**src/design/ufx_pkg.sv**
```systemverilog
// ----------------------------------------------------------------------------
// ufx_pkg
// shared widths, codes and types of the update sequence fixup block
// ----------------------------------------------------------------------------
package ufx_pkg;

    localparam int DATA_W     = 16;
    localparam int BYTE_W     = 13;
    localparam int UC_W       = 16;
    localparam int POS_W      = 12;
    localparam int SWC_W      = 12;
    localparam int WRAP_W     = 11;
    localparam int PROD_W     = UC_W + BYTE_W;
    localparam int CFG_IDX_W  = 8;
    localparam int CFG_DATA_W = 16;

    localparam logic [CFG_IDX_W-1:0] CFG_SECTOR_BYTES = 8'd0;
    localparam logic [CFG_IDX_W-1:0] CFG_RECORD_BYTES = 8'd1;
    localparam logic [CFG_IDX_W-1:0] CFG_USA_OFFSET   = 8'd2;
    localparam logic [CFG_IDX_W-1:0] CFG_USA_COUNT    = 8'd3;

    localparam logic [BYTE_W-1:0] RST_SECTOR_BYTES = 13'd512;
    localparam logic [BYTE_W-1:0] RST_RECORD_BYTES = 13'd1024;
    localparam logic [BYTE_W-1:0] RST_USA_OFFSET   = 13'd48;
    localparam logic [UC_W-1:0]   RST_USA_COUNT    = 16'd3;

    typedef enum logic [1:0] {
        ST_OK           = 2'd0,
        ST_MISMATCH     = 2'd1,
        ST_BAD_GEOMETRY = 2'd2,
        ST_UNSUPPORTED  = 2'd3
    } status_t;

    typedef struct packed {
        status_t              code;
        logic [POS_W-1:0]     frame;
        logic [POS_W-1:0]     usa_word;
        logic [POS_W-1:0]     sector_words;
        logic [UC_W-1:0]      usa_count;
    } geo_info_t;

endpackage

```
**src/design/ufx_channels.sv**
```systemverilog
// ----------------------------------------------------------------------------
// ufx channels
// valid/ready channels for record words, result words and register writes
// ----------------------------------------------------------------------------
interface ufx_in_if import ufx_pkg::*; ();
    logic              valid;
    logic              ready;
    logic [DATA_W-1:0] data_word;

    modport source (output valid, output data_word, input ready);
    modport sink   (input valid, input data_word, output ready);
endinterface

interface ufx_out_if import ufx_pkg::*; ();
    logic              valid;
    logic              ready;
    logic [DATA_W-1:0] out_word;
    logic              last_word;
    logic [1:0]        status;

    modport source (output valid, output out_word, output last_word, output status,
                    input ready);
    modport sink   (input valid, input out_word, input last_word, input status,
                    output ready);
endinterface

interface ufx_cfg_if import ufx_pkg::*; ();
    logic                  valid;
    logic                  ready;
    logic [CFG_IDX_W-1:0]  index;
    logic [CFG_DATA_W-1:0] data;

    modport source (output valid, output index, output data, input ready);
    modport sink   (input valid, input index, input data, output ready);
endinterface

```
**src/design/ufx_ram.sv**
```systemverilog
// ----------------------------------------------------------------------------
// ufx_ram
// generic single write port ram with one registered read port
// ----------------------------------------------------------------------------
module ufx_ram #(
    parameter int WIDTH = 16,
    parameter int DEPTH = 16
) (
    input  logic                     clk,
    input  logic                     we,
    input  logic [$clog2(DEPTH)-1:0] waddr,
    input  logic [WIDTH-1:0]         wdata,
    input  logic                     re,
    input  logic [$clog2(DEPTH)-1:0] raddr,
    output logic [WIDTH-1:0]         rdata
);

    logic [WIDTH-1:0] mem [DEPTH];
    logic [WIDTH-1:0] rdata_reg;

    always_ff @(posedge clk)
    begin
        if (we)
        begin
            mem[waddr] <= wdata;
        end
        if (re)
        begin
            rdata_reg <= mem[raddr];
        end
    end

    assign rdata = rdata_reg;

endmodule

```
**src/design/ufx_geometry.sv**
```systemverilog
// ----------------------------------------------------------------------------
// ufx_geometry
// register file and registered geometry check of the record layout
// ----------------------------------------------------------------------------
module ufx_geometry import ufx_pkg::*; #(
    parameter int MAX_RECORD_BYTES = 4096,
    parameter int MAX_USA_WORDS    = 16
) (
    input  logic      clk,
    input  logic      rst_n,
    ufx_cfg_if.sink   cfg,
    output geo_info_t geo,
    output logic      settled
);

    localparam logic [1:0] SETTLE_LOAD = 2'd2;

    logic [BYTE_W-1:0] sb_reg, sb_next;
    logic [BYTE_W-1:0] rb_reg, rb_next;
    logic [BYTE_W-1:0] uo_reg, uo_next;
    logic [UC_W-1:0]   uc_reg, uc_next;
    logic [1:0]        settle_reg, settle_next;
    logic [PROD_W-1:0] prod_reg, prod_next;
    geo_info_t         geo_reg, geo_next;

    logic              cfg_write;
    logic [BYTE_W-1:0] avail_bytes;
    logic [17:0]       usa_end;
    logic              rb_over;
    logic              bad;
    logic              unsup;
    logic [BYTE_W-1:0] rb_clip;

    assign cfg.ready = 1'b1;
    assign cfg_write = cfg.valid && cfg.ready;

    always_comb
    begin
        sb_next = sb_reg;
        rb_next = rb_reg;
        uo_next = uo_reg;
        uc_next = uc_reg;
        settle_next = (settle_reg != 2'd0) ? settle_reg - 2'd1 : settle_reg;
        if (cfg_write)
        begin
            settle_next = SETTLE_LOAD;
            case (cfg.index)
                CFG_SECTOR_BYTES: sb_next = cfg.data[BYTE_W-1:0];
                CFG_RECORD_BYTES: rb_next = cfg.data[BYTE_W-1:0];
                CFG_USA_OFFSET:   uo_next = cfg.data[BYTE_W-1:0];
                CFG_USA_COUNT:    uc_next = cfg.data[UC_W-1:0];
                default:          ;
            endcase
        end
    end

    always_ff @(posedge clk or negedge rst_n)
    begin
        if (!rst_n)
        begin
            sb_reg     <= RST_SECTOR_BYTES;
            rb_reg     <= RST_RECORD_BYTES;
            uo_reg     <= RST_USA_OFFSET;
            uc_reg     <= RST_USA_COUNT;
            settle_reg <= SETTLE_LOAD;
        end
        else
        begin
            sb_reg     <= sb_next;
            rb_reg     <= rb_next;
            uo_reg     <= uo_next;
            uc_reg     <= uc_next;
            settle_reg <= settle_next;
        end
    end

    // sectors times sector size must give the record length
    assign prod_next = PROD_W'(UC_W'(uc_reg - 16'd1) * sb_reg);

    always_comb
    begin
        avail_bytes = rb_reg - uo_reg;
        usa_end     = 18'(uo_reg) + 18'({uc_reg, 1'b0}) + 18'd2;
        rb_over     = 32'(rb_reg) > 32'(MAX_RECORD_BYTES);
        bad = (sb_reg == '0) || (rb_reg == '0) || (uc_reg < 16'd2)
            || (prod_reg != PROD_W'(rb_reg)) || (uo_reg > rb_reg)
            || (uc_reg > UC_W'(avail_bytes[BYTE_W-1:1]));
        unsup = rb_over || sb_reg[0] || uo_reg[0]
            || (32'(uc_reg) > 32'(MAX_USA_WORDS)) || (usa_end > 18'(sb_reg));
        if (bad)
        begin
            geo_next.code = ST_BAD_GEOMETRY;
        end
        else if (unsup)
        begin
            geo_next.code = ST_UNSUPPORTED;
        end
        else
        begin
            geo_next.code = ST_OK;
        end
        rb_clip = rb_over ? BYTE_W'(MAX_RECORD_BYTES) : rb_reg;
        geo_next.frame = rb_clip[BYTE_W-1:1];
        if (geo_next.frame == '0)
        begin
            geo_next.frame = POS_W'(1);
        end
        geo_next.usa_word     = uo_reg[BYTE_W-1:1];
        geo_next.sector_words = sb_reg[BYTE_W-1:1];
        geo_next.usa_count    = uc_reg;
    end

    always_ff @(posedge clk)
    begin
        prod_reg <= prod_next;
        geo_reg  <= geo_next;
    end

    assign geo     = geo_reg;
    assign settled = (settle_reg == 2'd0);

    a_write_unsettles: assert property (@(posedge clk) disable iff (!rst_n)
        cfg_write |=> !settled ##1 !settled)
        else $error("geometry reported settled right after a register write");

    a_settle_bounded: assert property (@(posedge clk) disable iff (!rst_n)
        !cfg_write && !settled |=> settle_reg == $past(settle_reg) - 2'd1)
        else $error("geometry settle count did not advance");

    a_frame_nonzero: assert property (@(posedge clk) disable iff (!rst_n)
        settled |-> geo.frame != '0)
        else $error("record frame of zero words");

endmodule

```
**src/design/ufx_sequencer.sv**
```systemverilog
// ----------------------------------------------------------------------------
// ufx_sequencer
// word counters, array capture into the replacement ram and tail fixup
// ----------------------------------------------------------------------------
module ufx_sequencer import ufx_pkg::*; #(
    parameter int MAX_USA_WORDS = 16
) (
    input  logic      clk,
    input  logic      rst_n,
    input  geo_info_t geo,
    input  logic      settled,
    ufx_in_if.sink    record,
    ufx_out_if.source result
);

    localparam int AW = $clog2(MAX_USA_WORDS);

    logic [POS_W-1:0]  pos_reg, pos_next;
    logic [SWC_W-1:0]  swc_reg, swc_next;
    logic [AW-1:0]     sidx_reg, sidx_next;
    logic [DATA_W-1:0] seq_reg, seq_next;
    logic              mismatch_reg, mismatch_next;

    logic              s1_valid_reg, s1_valid_next;
    logic [DATA_W-1:0] s1_word_reg, s1_word_next;
    logic              s1_replace_reg, s1_replace_next;
    logic              s1_last_reg, s1_last_next;
    status_t           s1_status_reg, s1_status_next;

    logic              out_valid_reg, out_valid_next;
    logic [DATA_W-1:0] out_word_reg, out_word_next;
    logic              out_last_reg, out_last_next;
    status_t           out_status_reg, out_status_next;

    logic              accept;
    logic              s1_move;
    logic              good;
    logic [DATA_W-1:0] w;
    logic [POS_W-1:0]  usa_delta;
    logic [POS_W-1:0]  slot;
    logic              is_seq;
    logic              in_usa;
    logic [DATA_W-1:0] seq_eff;
    logic              tail;
    logic              check;
    logic              fwd;
    logic              replace;
    logic              mismatch_item;
    logic              last;
    status_t           item_status;

    logic              ram_we;
    logic [AW-1:0]     ram_waddr;
    logic              ram_re;
    logic [DATA_W-1:0] ram_rdata;

    assign s1_move      = s1_valid_reg && (!out_valid_reg || result.ready);
    assign record.ready = settled && (!s1_valid_reg || s1_move);
    assign accept       = record.valid && record.ready;
    assign w            = record.data_word;

    always_comb
    begin
        good      = (geo.code == ST_OK);
        usa_delta = pos_reg - geo.usa_word;
        slot      = usa_delta - POS_W'(1);
        is_seq    = good && (pos_reg == geo.usa_word);
        in_usa    = good && (pos_reg > geo.usa_word) && (UC_W'(usa_delta) < geo.usa_count);
        ram_we    = accept && in_usa && (32'(slot) < 32'(MAX_USA_WORDS));
        ram_waddr = slot[AW-1:0];
        seq_eff   = is_seq ? w : seq_reg;
        tail      = good && ((13'(swc_reg) + 13'd1) >= 13'(geo.sector_words));
        check     = tail && !mismatch_reg;
        // same entry written by this word: the stored value is the word itself
        fwd       = ram_we && (ram_waddr == sidx_reg);
        replace   = check && (w == seq_eff) && !fwd;
        ram_re    = accept && replace;
        mismatch_item = mismatch_reg || (check && (w != seq_eff));
        last      = (13'(pos_reg) + 13'd1) >= 13'(geo.frame);
        if (!last)
        begin
            item_status = ST_OK;
        end
        else if (geo.code != ST_OK)
        begin
            item_status = geo.code;
        end
        else if (mismatch_item)
        begin
            item_status = ST_MISMATCH;
        end
        else
        begin
            item_status = ST_OK;
        end

        pos_next      = pos_reg;
        swc_next      = swc_reg;
        sidx_next     = sidx_reg;
        seq_next      = seq_reg;
        mismatch_next = mismatch_reg;
        if (accept)
        begin
            seq_next = seq_eff;
            if (last)
            begin
                pos_next      = '0;
                swc_next      = '0;
                sidx_next     = '0;
                mismatch_next = 1'b0;
            end
            else
            begin
                pos_next      = pos_reg + POS_W'(1);
                mismatch_next = mismatch_item;
                if (!good)
                begin
                    swc_next = SWC_W'(WRAP_W'(swc_reg[WRAP_W-1:0] + WRAP_W'(1)));
                end
                else if (tail)
                begin
                    swc_next = '0;
                end
                else
                begin
                    swc_next = swc_reg + SWC_W'(1);
                end
                if (tail && (32'(sidx_reg) < 32'(MAX_USA_WORDS - 1)))
                begin
                    sidx_next = sidx_reg + AW'(1);
                end
            end
        end
    end

    always_comb
    begin
        s1_valid_next   = s1_valid_reg;
        s1_word_next    = s1_word_reg;
        s1_replace_next = s1_replace_reg;
        s1_last_next    = s1_last_reg;
        s1_status_next  = s1_status_reg;
        if (accept)
        begin
            s1_valid_next   = 1'b1;
            s1_word_next    = w;
            s1_replace_next = replace;
            s1_last_next    = last;
            s1_status_next  = item_status;
        end
        else if (s1_move)
        begin
            s1_valid_next = 1'b0;
        end

        out_valid_next  = out_valid_reg;
        out_word_next   = out_word_reg;
        out_last_next   = out_last_reg;
        out_status_next = out_status_reg;
        if (s1_move)
        begin
            out_valid_next  = 1'b1;
            out_word_next   = s1_replace_reg ? ram_rdata : s1_word_reg;
            out_last_next   = s1_last_reg;
            out_status_next = s1_status_reg;
        end
        else if (result.ready)
        begin
            out_valid_next = 1'b0;
        end
    end

    always_ff @(posedge clk or negedge rst_n)
    begin
        if (!rst_n)
        begin
            pos_reg       <= '0;
            swc_reg       <= '0;
            sidx_reg      <= '0;
            seq_reg       <= '0;
            mismatch_reg  <= 1'b0;
            s1_valid_reg  <= 1'b0;
            out_valid_reg <= 1'b0;
        end
        else
        begin
            pos_reg       <= pos_next;
            swc_reg       <= swc_next;
            sidx_reg      <= sidx_next;
            seq_reg       <= seq_next;
            mismatch_reg  <= mismatch_next;
            s1_valid_reg  <= s1_valid_next;
            out_valid_reg <= out_valid_next;
        end
    end

    always_ff @(posedge clk)
    begin
        s1_word_reg     <= s1_word_next;
        s1_replace_reg  <= s1_replace_next;
        s1_last_reg     <= s1_last_next;
        s1_status_reg   <= s1_status_next;
        out_word_reg    <= out_word_next;
        out_last_reg    <= out_last_next;
        out_status_reg  <= out_status_next;
    end

    ufx_ram #(
        .WIDTH (DATA_W),
        .DEPTH (MAX_USA_WORDS)
    ) u_store (
        .clk   (clk),
        .we    (ram_we),
        .waddr (ram_waddr),
        .wdata (w),
        .re    (ram_re),
        .raddr (sidx_reg),
        .rdata (ram_rdata)
    );

    assign result.valid     = out_valid_reg;
    assign result.out_word  = out_word_reg;
    assign result.last_word = out_last_reg;
    assign result.status    = out_status_reg;

    a_no_ram_collision: assert property (@(posedge clk) disable iff (!rst_n)
        !(ram_we && ram_re && (ram_waddr == sidx_reg)))
        else $error("replacement store read and written at the same entry");

    a_stage_holds: assert property (@(posedge clk) disable iff (!rst_n)
        s1_valid_reg && !s1_move |=> s1_valid_reg && $stable(s1_word_reg)
            && $stable(s1_replace_reg))
        else $error("stalled stage one transaction was lost or changed");

    a_status_on_last: assert property (@(posedge clk) disable iff (!rst_n)
        result.valid && !result.last_word |-> result.status == ST_OK)
        else $error("status reported on a word that is not the last");

    a_record_wraps: assert property (@(posedge clk) disable iff (!rst_n)
        accept && last |=> pos_reg == '0 && sidx_reg == '0 && !mismatch_reg)
        else $error("record counters not cleared after the last word");

endmodule

```
**src/design/update_sequence_fixup_core.sv**
```systemverilog
// ----------------------------------------------------------------------------
// update_sequence_fixup_core
// update sequence array capture and sector tail fixup on a record word stream
// ----------------------------------------------------------------------------
// record carries the 16-bit record words in order; result returns every word
// with the same index, sector tails replaced from the captured array, and
// last_word plus status on the final word of the record
// cfg writes sector_bytes, record_bytes, usa_offset and usa_count by index
// a word accepted on record is registered in stage one and then in the output
// register, which drives result
// throughput: one word per cycle while result is not stalled; the per-word
// counters and the single replacement ram access (one write or one registered
// read) set that figure; after a register write record.ready stays low
// until the geometry check has settled
// reset restores the default layout, clears counters and both stages, and
// holds record.ready low until the geometry check has settled
// a stalled result fills the output register and stage one, then
// record.ready drops until result.ready returns
// ----------------------------------------------------------------------------
module update_sequence_fixup_core import ufx_pkg::*; #(
    parameter int MAX_RECORD_BYTES = 4096,
    parameter int MAX_USA_WORDS    = 16
) (
    input  logic      clk,
    input  logic      rst_n,
    ufx_in_if.sink    record,
    ufx_out_if.source result,
    ufx_cfg_if.sink   cfg
);

    geo_info_t geo;
    logic      settled;

    ufx_geometry #(
        .MAX_RECORD_BYTES (MAX_RECORD_BYTES),
        .MAX_USA_WORDS    (MAX_USA_WORDS)
    ) u_geometry (
        .clk     (clk),
        .rst_n   (rst_n),
        .cfg     (cfg),
        .geo     (geo),
        .settled (settled)
    );

    ufx_sequencer #(
        .MAX_USA_WORDS (MAX_USA_WORDS)
    ) u_sequencer (
        .clk     (clk),
        .rst_n   (rst_n),
        .geo     (geo),
        .settled (settled),
        .record  (record),
        .result  (result)
    );

endmodule

```
**src/flat_wrapper.sv**
```systemverilog
// flat-port wrapper written by rule: the top's interface ports become plain ports
module update_sequence_fixup_core_flat import ufx_pkg::*;
#(
    parameter int MAX_RECORD_BYTES = 4096,
    parameter int MAX_USA_WORDS    = 16
)
  (clk, rst_n, record_valid, record_data_word, record_ready, result_valid, result_out_word, result_last_word, result_status, result_ready, cfg_valid, cfg_index, cfg_data, cfg_ready);
  ufx_in_if record_i ();
  ufx_out_if result_i ();
  ufx_cfg_if cfg_i ();
  input  logic clk;
  input  logic rst_n;
  input wire logic [$bits(record_i.valid)-1:0] record_valid;
  input wire logic [$bits(record_i.data_word)-1:0] record_data_word;
  output wire logic [$bits(record_i.ready)-1:0] record_ready;
  output wire logic [$bits(result_i.valid)-1:0] result_valid;
  output wire logic [$bits(result_i.out_word)-1:0] result_out_word;
  output wire logic [$bits(result_i.last_word)-1:0] result_last_word;
  output wire logic [$bits(result_i.status)-1:0] result_status;
  input wire logic [$bits(result_i.ready)-1:0] result_ready;
  input wire logic [$bits(cfg_i.valid)-1:0] cfg_valid;
  input wire logic [$bits(cfg_i.index)-1:0] cfg_index;
  input wire logic [$bits(cfg_i.data)-1:0] cfg_data;
  output wire logic [$bits(cfg_i.ready)-1:0] cfg_ready;
  assign record_i.valid = record_valid;
  assign record_i.data_word = record_data_word;
  assign record_ready = record_i.ready;
  assign result_valid = result_i.valid;
  assign result_out_word = result_i.out_word;
  assign result_last_word = result_i.last_word;
  assign result_status = result_i.status;
  assign result_i.ready = result_ready;
  assign cfg_i.valid = cfg_valid;
  assign cfg_i.index = cfg_index;
  assign cfg_i.data = cfg_data;
  assign cfg_ready = cfg_i.ready;
  update_sequence_fixup_core #(.MAX_RECORD_BYTES(MAX_RECORD_BYTES), .MAX_USA_WORDS(MAX_USA_WORDS)) u_core (.clk(clk), .rst_n(rst_n), .record(record_i), .result(result_i), .cfg(cfg_i));
endmodule
```
**config.mk**
```make
export PLATFORM = sky130hd
export DESIGN_NAME = update_sequence_fixup_core_flat
export DESIGN_NICKNAME = d
export VERILOG_FILES = /design/src/design/ufx_pkg.sv /design/src/design/ufx_channels.sv /design/src/design/ufx_ram.sv /design/src/design/ufx_geometry.sv /design/src/design/ufx_sequencer.sv /design/src/design/update_sequence_fixup_core.sv /design/src/flat_wrapper.sv
export SDC_FILE = /design/constraint.sdc
export NUM_CORES = 1
export LEC_CHECK = 0
export BUFFER_PORTS_ARGS = -buffer_cell sky130_fd_sc_hd__buf_2
export CORE_MARGIN = 5
export CORE_UTILIZATION = 50
export CTS_BUF_LIST = sky130_fd_sc_hd__clkbuf_8
export CTS_CLUSTER_DIAMETER = 80
export DETAILED_ROUTE_END_ITERATION = 10
export PLACE_DENSITY = 0.66
export SYNTH_ARGS = -nofsm -noshare
export SYNTH_HDL_FRONTEND = slang
export SYNTH_SLANG_ARGS = --single-unit
```
**constraint.sdc**
```tcl
create_clock -name clk -period 13.7 [get_ports clk]
set_input_delay 1.37 -clock clk [delete_from_list [all_inputs] [get_ports clk]]
set_output_delay 1.37 -clock clk [all_outputs]
set_load 0.02 [all_outputs]
```
==> summary.md <==
| Metric | Value |
|---|---|
| Detailed placer's ending HPWL | ~50 mm |
| Number of buffers on the longest clock path | 3 |
| Cell count after synthesis | 2374 |
| Routed length on met1 | about 30 mm |
| Setup violation total in the final timing report | 0 |
| Area of the core region | between 50000 and 60000 sq um |
| Count of flip-flops with a built-in enable after synthesis | 311 |
| Most used cells in the layout excluding fill and tap cells | 323 x sky130_fd_sc_hd__inv_1, 311 x sky130_fd_sc_hd__edfxtp_1, 191 x sky130_fd_sc_hd__ha_1 |
| Antenna viol nets, final | 0 |
| Count of distinct cell types in the synthesized netlist | 82 |
| Least setup slack across all paths after layout | 5.66 ns |
| Max-capacitance violation count | 0 |
| Net count of the mapped netlist | 2767 |
| Count of buffers added by post-CTS timing repair for setup | 0 |
| Library cell contributing the largest single delay on the critical path | sky130_fd_sc_hd__xor2_1 |
| Fin. max-slew vios | 0 |
| Depth of the worst register-to-register path | 24 |
| GRT Resource Usage Total | 0.233 |
| Flip-flop count of the largest register, all copies and words added | between 200 and 300 |
| Setup slack after placement | 5.78 ns |
| Final wirelength | ~73 mm |
| First-pass DRT Iterations | 5 |
| Number of gates given a new drive strength after cts | 0 |
| Post-route DRC violation count | 0 |
| Maximum number of pins on one net before global-route repair | between 50 and 60 |
| Crit path DAT | ~8.6 ns |
| Initial Util | 0.506 |
| Slowest Stage Delay on Critical Path | 0.70 ns |
| Worst min-delay path startpoint | u_core.u_sequencer.s1_status_reg[0] |
| Headroom to the max-slew limit | 0.239 |
| Synthesized-area fraction occupied by and/or/nand/nor cells | 0.0886 |
| Hold EP | u_core.u_sequencer.result.status[0] |
| Crit Reg-Reg Startpoint | u_core.u_geometry.uc_reg[7] |
| Drt initial violations | 1096 |
| GPL Wtd Cong | 0.884 |
| Via/cell ratio | 5.62 |
| Worst R2R End | u_core.u_geometry.prod_reg[26] |
| Worst hold path class | flop to flop |
| Worst hold margin | 0.418 ns |
| Tcrit/Tclk final | 0.587 |
| Adder-cell share of the synthesized area | 0.193 |
| Final core occ | 0.561 |
| Width of the chip | 249 um |
| Total global routing overflow | 0 |
| Area growth syn-to-layout | 10.8% |
| Most frequent standard cell in the layout excluding fill and tap cells | sky130_fd_sc_hd__inv_1 |
| Slack of the worst reg-to-reg path | 5.66 ns |
| Final routed wire length divided by cell count | 21.9 um |
| Total length of routed met2 wires | 36.0 mm |
| Total number of yosys warnings | 0 |
| Number of flip-flops and latches in the synthesized netlist | 498 |
| Measured slew at the worst slew-check pin | 1.13 ns |
| Number of antenna violations at the first check in global routing | 1 |
| Endpoints failing hold | 0 |
| Sequential share of the synthesized area | 0.475 |
| Unrepaired setup endpoints after global routing | no |
| Setup total negative slack | 0 ns |
| Crit Path Class | flop to flop |
| IO buf count | 65 |
| Antenna diode count | 0 |
| Dominant synthesized flop cell | sky130_fd_sc_hd__edfxtp_1 |
| Synthesized-area fraction occupied by ao, oa, aoi and oai cells | 0.0757 |
| Height of the die | 249 um |
| Top Metal Used | met4 |
| CP startpoint kind | flop |
| Row count | a little under 90 |
| Footprint of the flip-flops and latches | roughly 14000 sq um |
| Largest family of logic cells by synthesized area | adder cells |
| Sink Count | 498 |
| Vias in the first global route | 19564 |
| Combined area of the multi-input logic cells | 13800 sq um |
| Share of layout cells above drive strength 1 | 0.149 |
| Hold buffers post-CTS | 0 |
| Cell seen most often among critical-path stages | sky130_fd_sc_hd__fa_1 |
| Reg clk slew, reported paths | about 0.06 ns |
| Total number of nets in the final design | roughly 2900 |
| Cell types occupying the most area after synthesis | sky130_fd_sc_hd__edfxtp_1 33%, sky130_fd_sc_hd__fa_1 11%, sky130_fd_sc_hd__dfrtp_1 8.5%, sky130_fd_sc_hd__ha_1 8.3%, sky130_fd_sc_hd__dfxtp_1 5.8% |
| Outcome | complete, no violations |
| Clock Skews | 0.0325 ns |
| Top Ports | 67 |
| Netlist Area Pre-Place | 28700 sq um |
| Final period demand of the worst path | approximately 8 ns |
| Area share of xor/xnor cells in the synthesized design | 0.0406 |
| Met3 Routed Length | 4.38 mm |
| Syn avg cell area | around 12 sq um |
| Highest attainable clock frequency | between 0.1 and 0.15 GHz |
| Cell type contributing the most total cell area after synthesis | sky130_fd_sc_hd__edfxtp_1 |
| Worst-skew pair later-pin latency | 0.70 ns |
| Count of vias placed by the detailed router | 18629 |
| Top Family by Delay on Critical Path | adder cells |
| Fraction of registers with async set or reset after synthesis | 0.209 |
| # H-tree levels | 3 |
| Wire length of the first global-routing pass | 113 mm |
| Filler Cell Count | 4729 |
| Floorplan die area | 62200 sq um |
| Number of buffers inserted during clock tree synthesis | 83 |
| Crit path cell chain | nor4_1 > nand3_1 > or3_1 > xor2_1 > nor2_1 > fa_1 > inv_1 > fa_1 > inv_1 > fa_1 > fa_1 > inv_1 > fa_1 > inv_1 > ha_1 > and4_1 > o211ai_1 > o21ai_0 > o221ai_1 > o311ai_0 > o2111ai_1 > nand2b_1 > a21oi_1 > xnor2_1 |
| Kind of capture point of the worst setup path | flop |
| Maximum fanout along the worst path | 9 |
| Share of synthesized area spent on multiplexers | 0.0781 |
| Total stage count of the critical path | 24 |
| Root buffer cell | sky130_fd_sc_hd__clkbuf_8 |
| Data required time at the worst endpoint | 14.27 ns |
| CTS tree | built |
| Min-Delay Path Depth | 0 |
| Share of the synthesized area in the top cell type | 0.326 |
| Count of buffer and inverter cells on the critical path | 4 |
==> stage by stage <==
stage	instances	instance area [sq um]
floorplan	2374	28700
global placement	3160	30000
detailed placement	3160	30000
CTS	3316	31800
global route	3316	31800
finish	3316	31800
==> layer usage <==
layer | vias to the layer above | GRT usage
met5 | - | 0
met4 | 0 | 0.0900
met3 | 160 | 0.0462
met2 | 608 | 0.401
met1 | 9337 | 0.293
li1 | 8524 | -
==> cell families after synthesis <==
kind of cell / after synthesis
simple gates: 532
flops: 498
buf+inv: 369
fa+ha+maj: 349
compound gates: 320
mux: 174
xor+xnor: 131
other cells: 1
==> worst max path at each step <==
stage,slack [ns],startpoint,endpoint
after floorplan,6.89,u_core.u_geometry.uc_reg[5],u_core.u_geometry.prod_reg[28]
after global placement,6.05,u_core.u_geometry.uc_reg[7],u_core.u_geometry.prod_reg[26]
after detailed placement,5.78,u_core.u_geometry.uc_reg[7],u_core.u_geometry.prod_reg[28]
after CTS,5.73,u_core.u_geometry.uc_reg[7],u_core.u_geometry.prod_reg[28]
after global routing,5.11,u_core.u_geometry.uc_reg[7],u_core.u_geometry.prod_reg[28]
final,5.66,u_core.u_geometry.uc_reg[7],u_core.u_geometry.prod_reg[26]
==> final cells by class <==
class                      instances  area share
multi-input combinational       1507       0.433
inverter                         299      0.0353
timing repair buffer             100      0.0186
sequential                       498       0.429
tap                              756      0.0298
clock buffer                      98      0.0425
clock inverter                    58      0.0120
==> synthesized netlist by cell type, drive strengths merged, types with 18 or more instances <==
cell,count
mux2i,65
nand3,23
nand2,169
a21o,30
nor2b,26
a21oi,67
xnor2,74
a221oi,33
nor3,35
mux2,77
ha,191
o21ai,86
xor2,57
fa,157
mux4,32
dfxtp,83
nand2b,28
nor2,143
inv,298
nand4,18
nor4,20
clkbuf,58
and3,20
dfrtp,97
edfxtp,311
and2,20
Power is left out: the tool's default activity adds up to more than one toggle a clock period on the data nets, which glitch-free logic cannot reach.
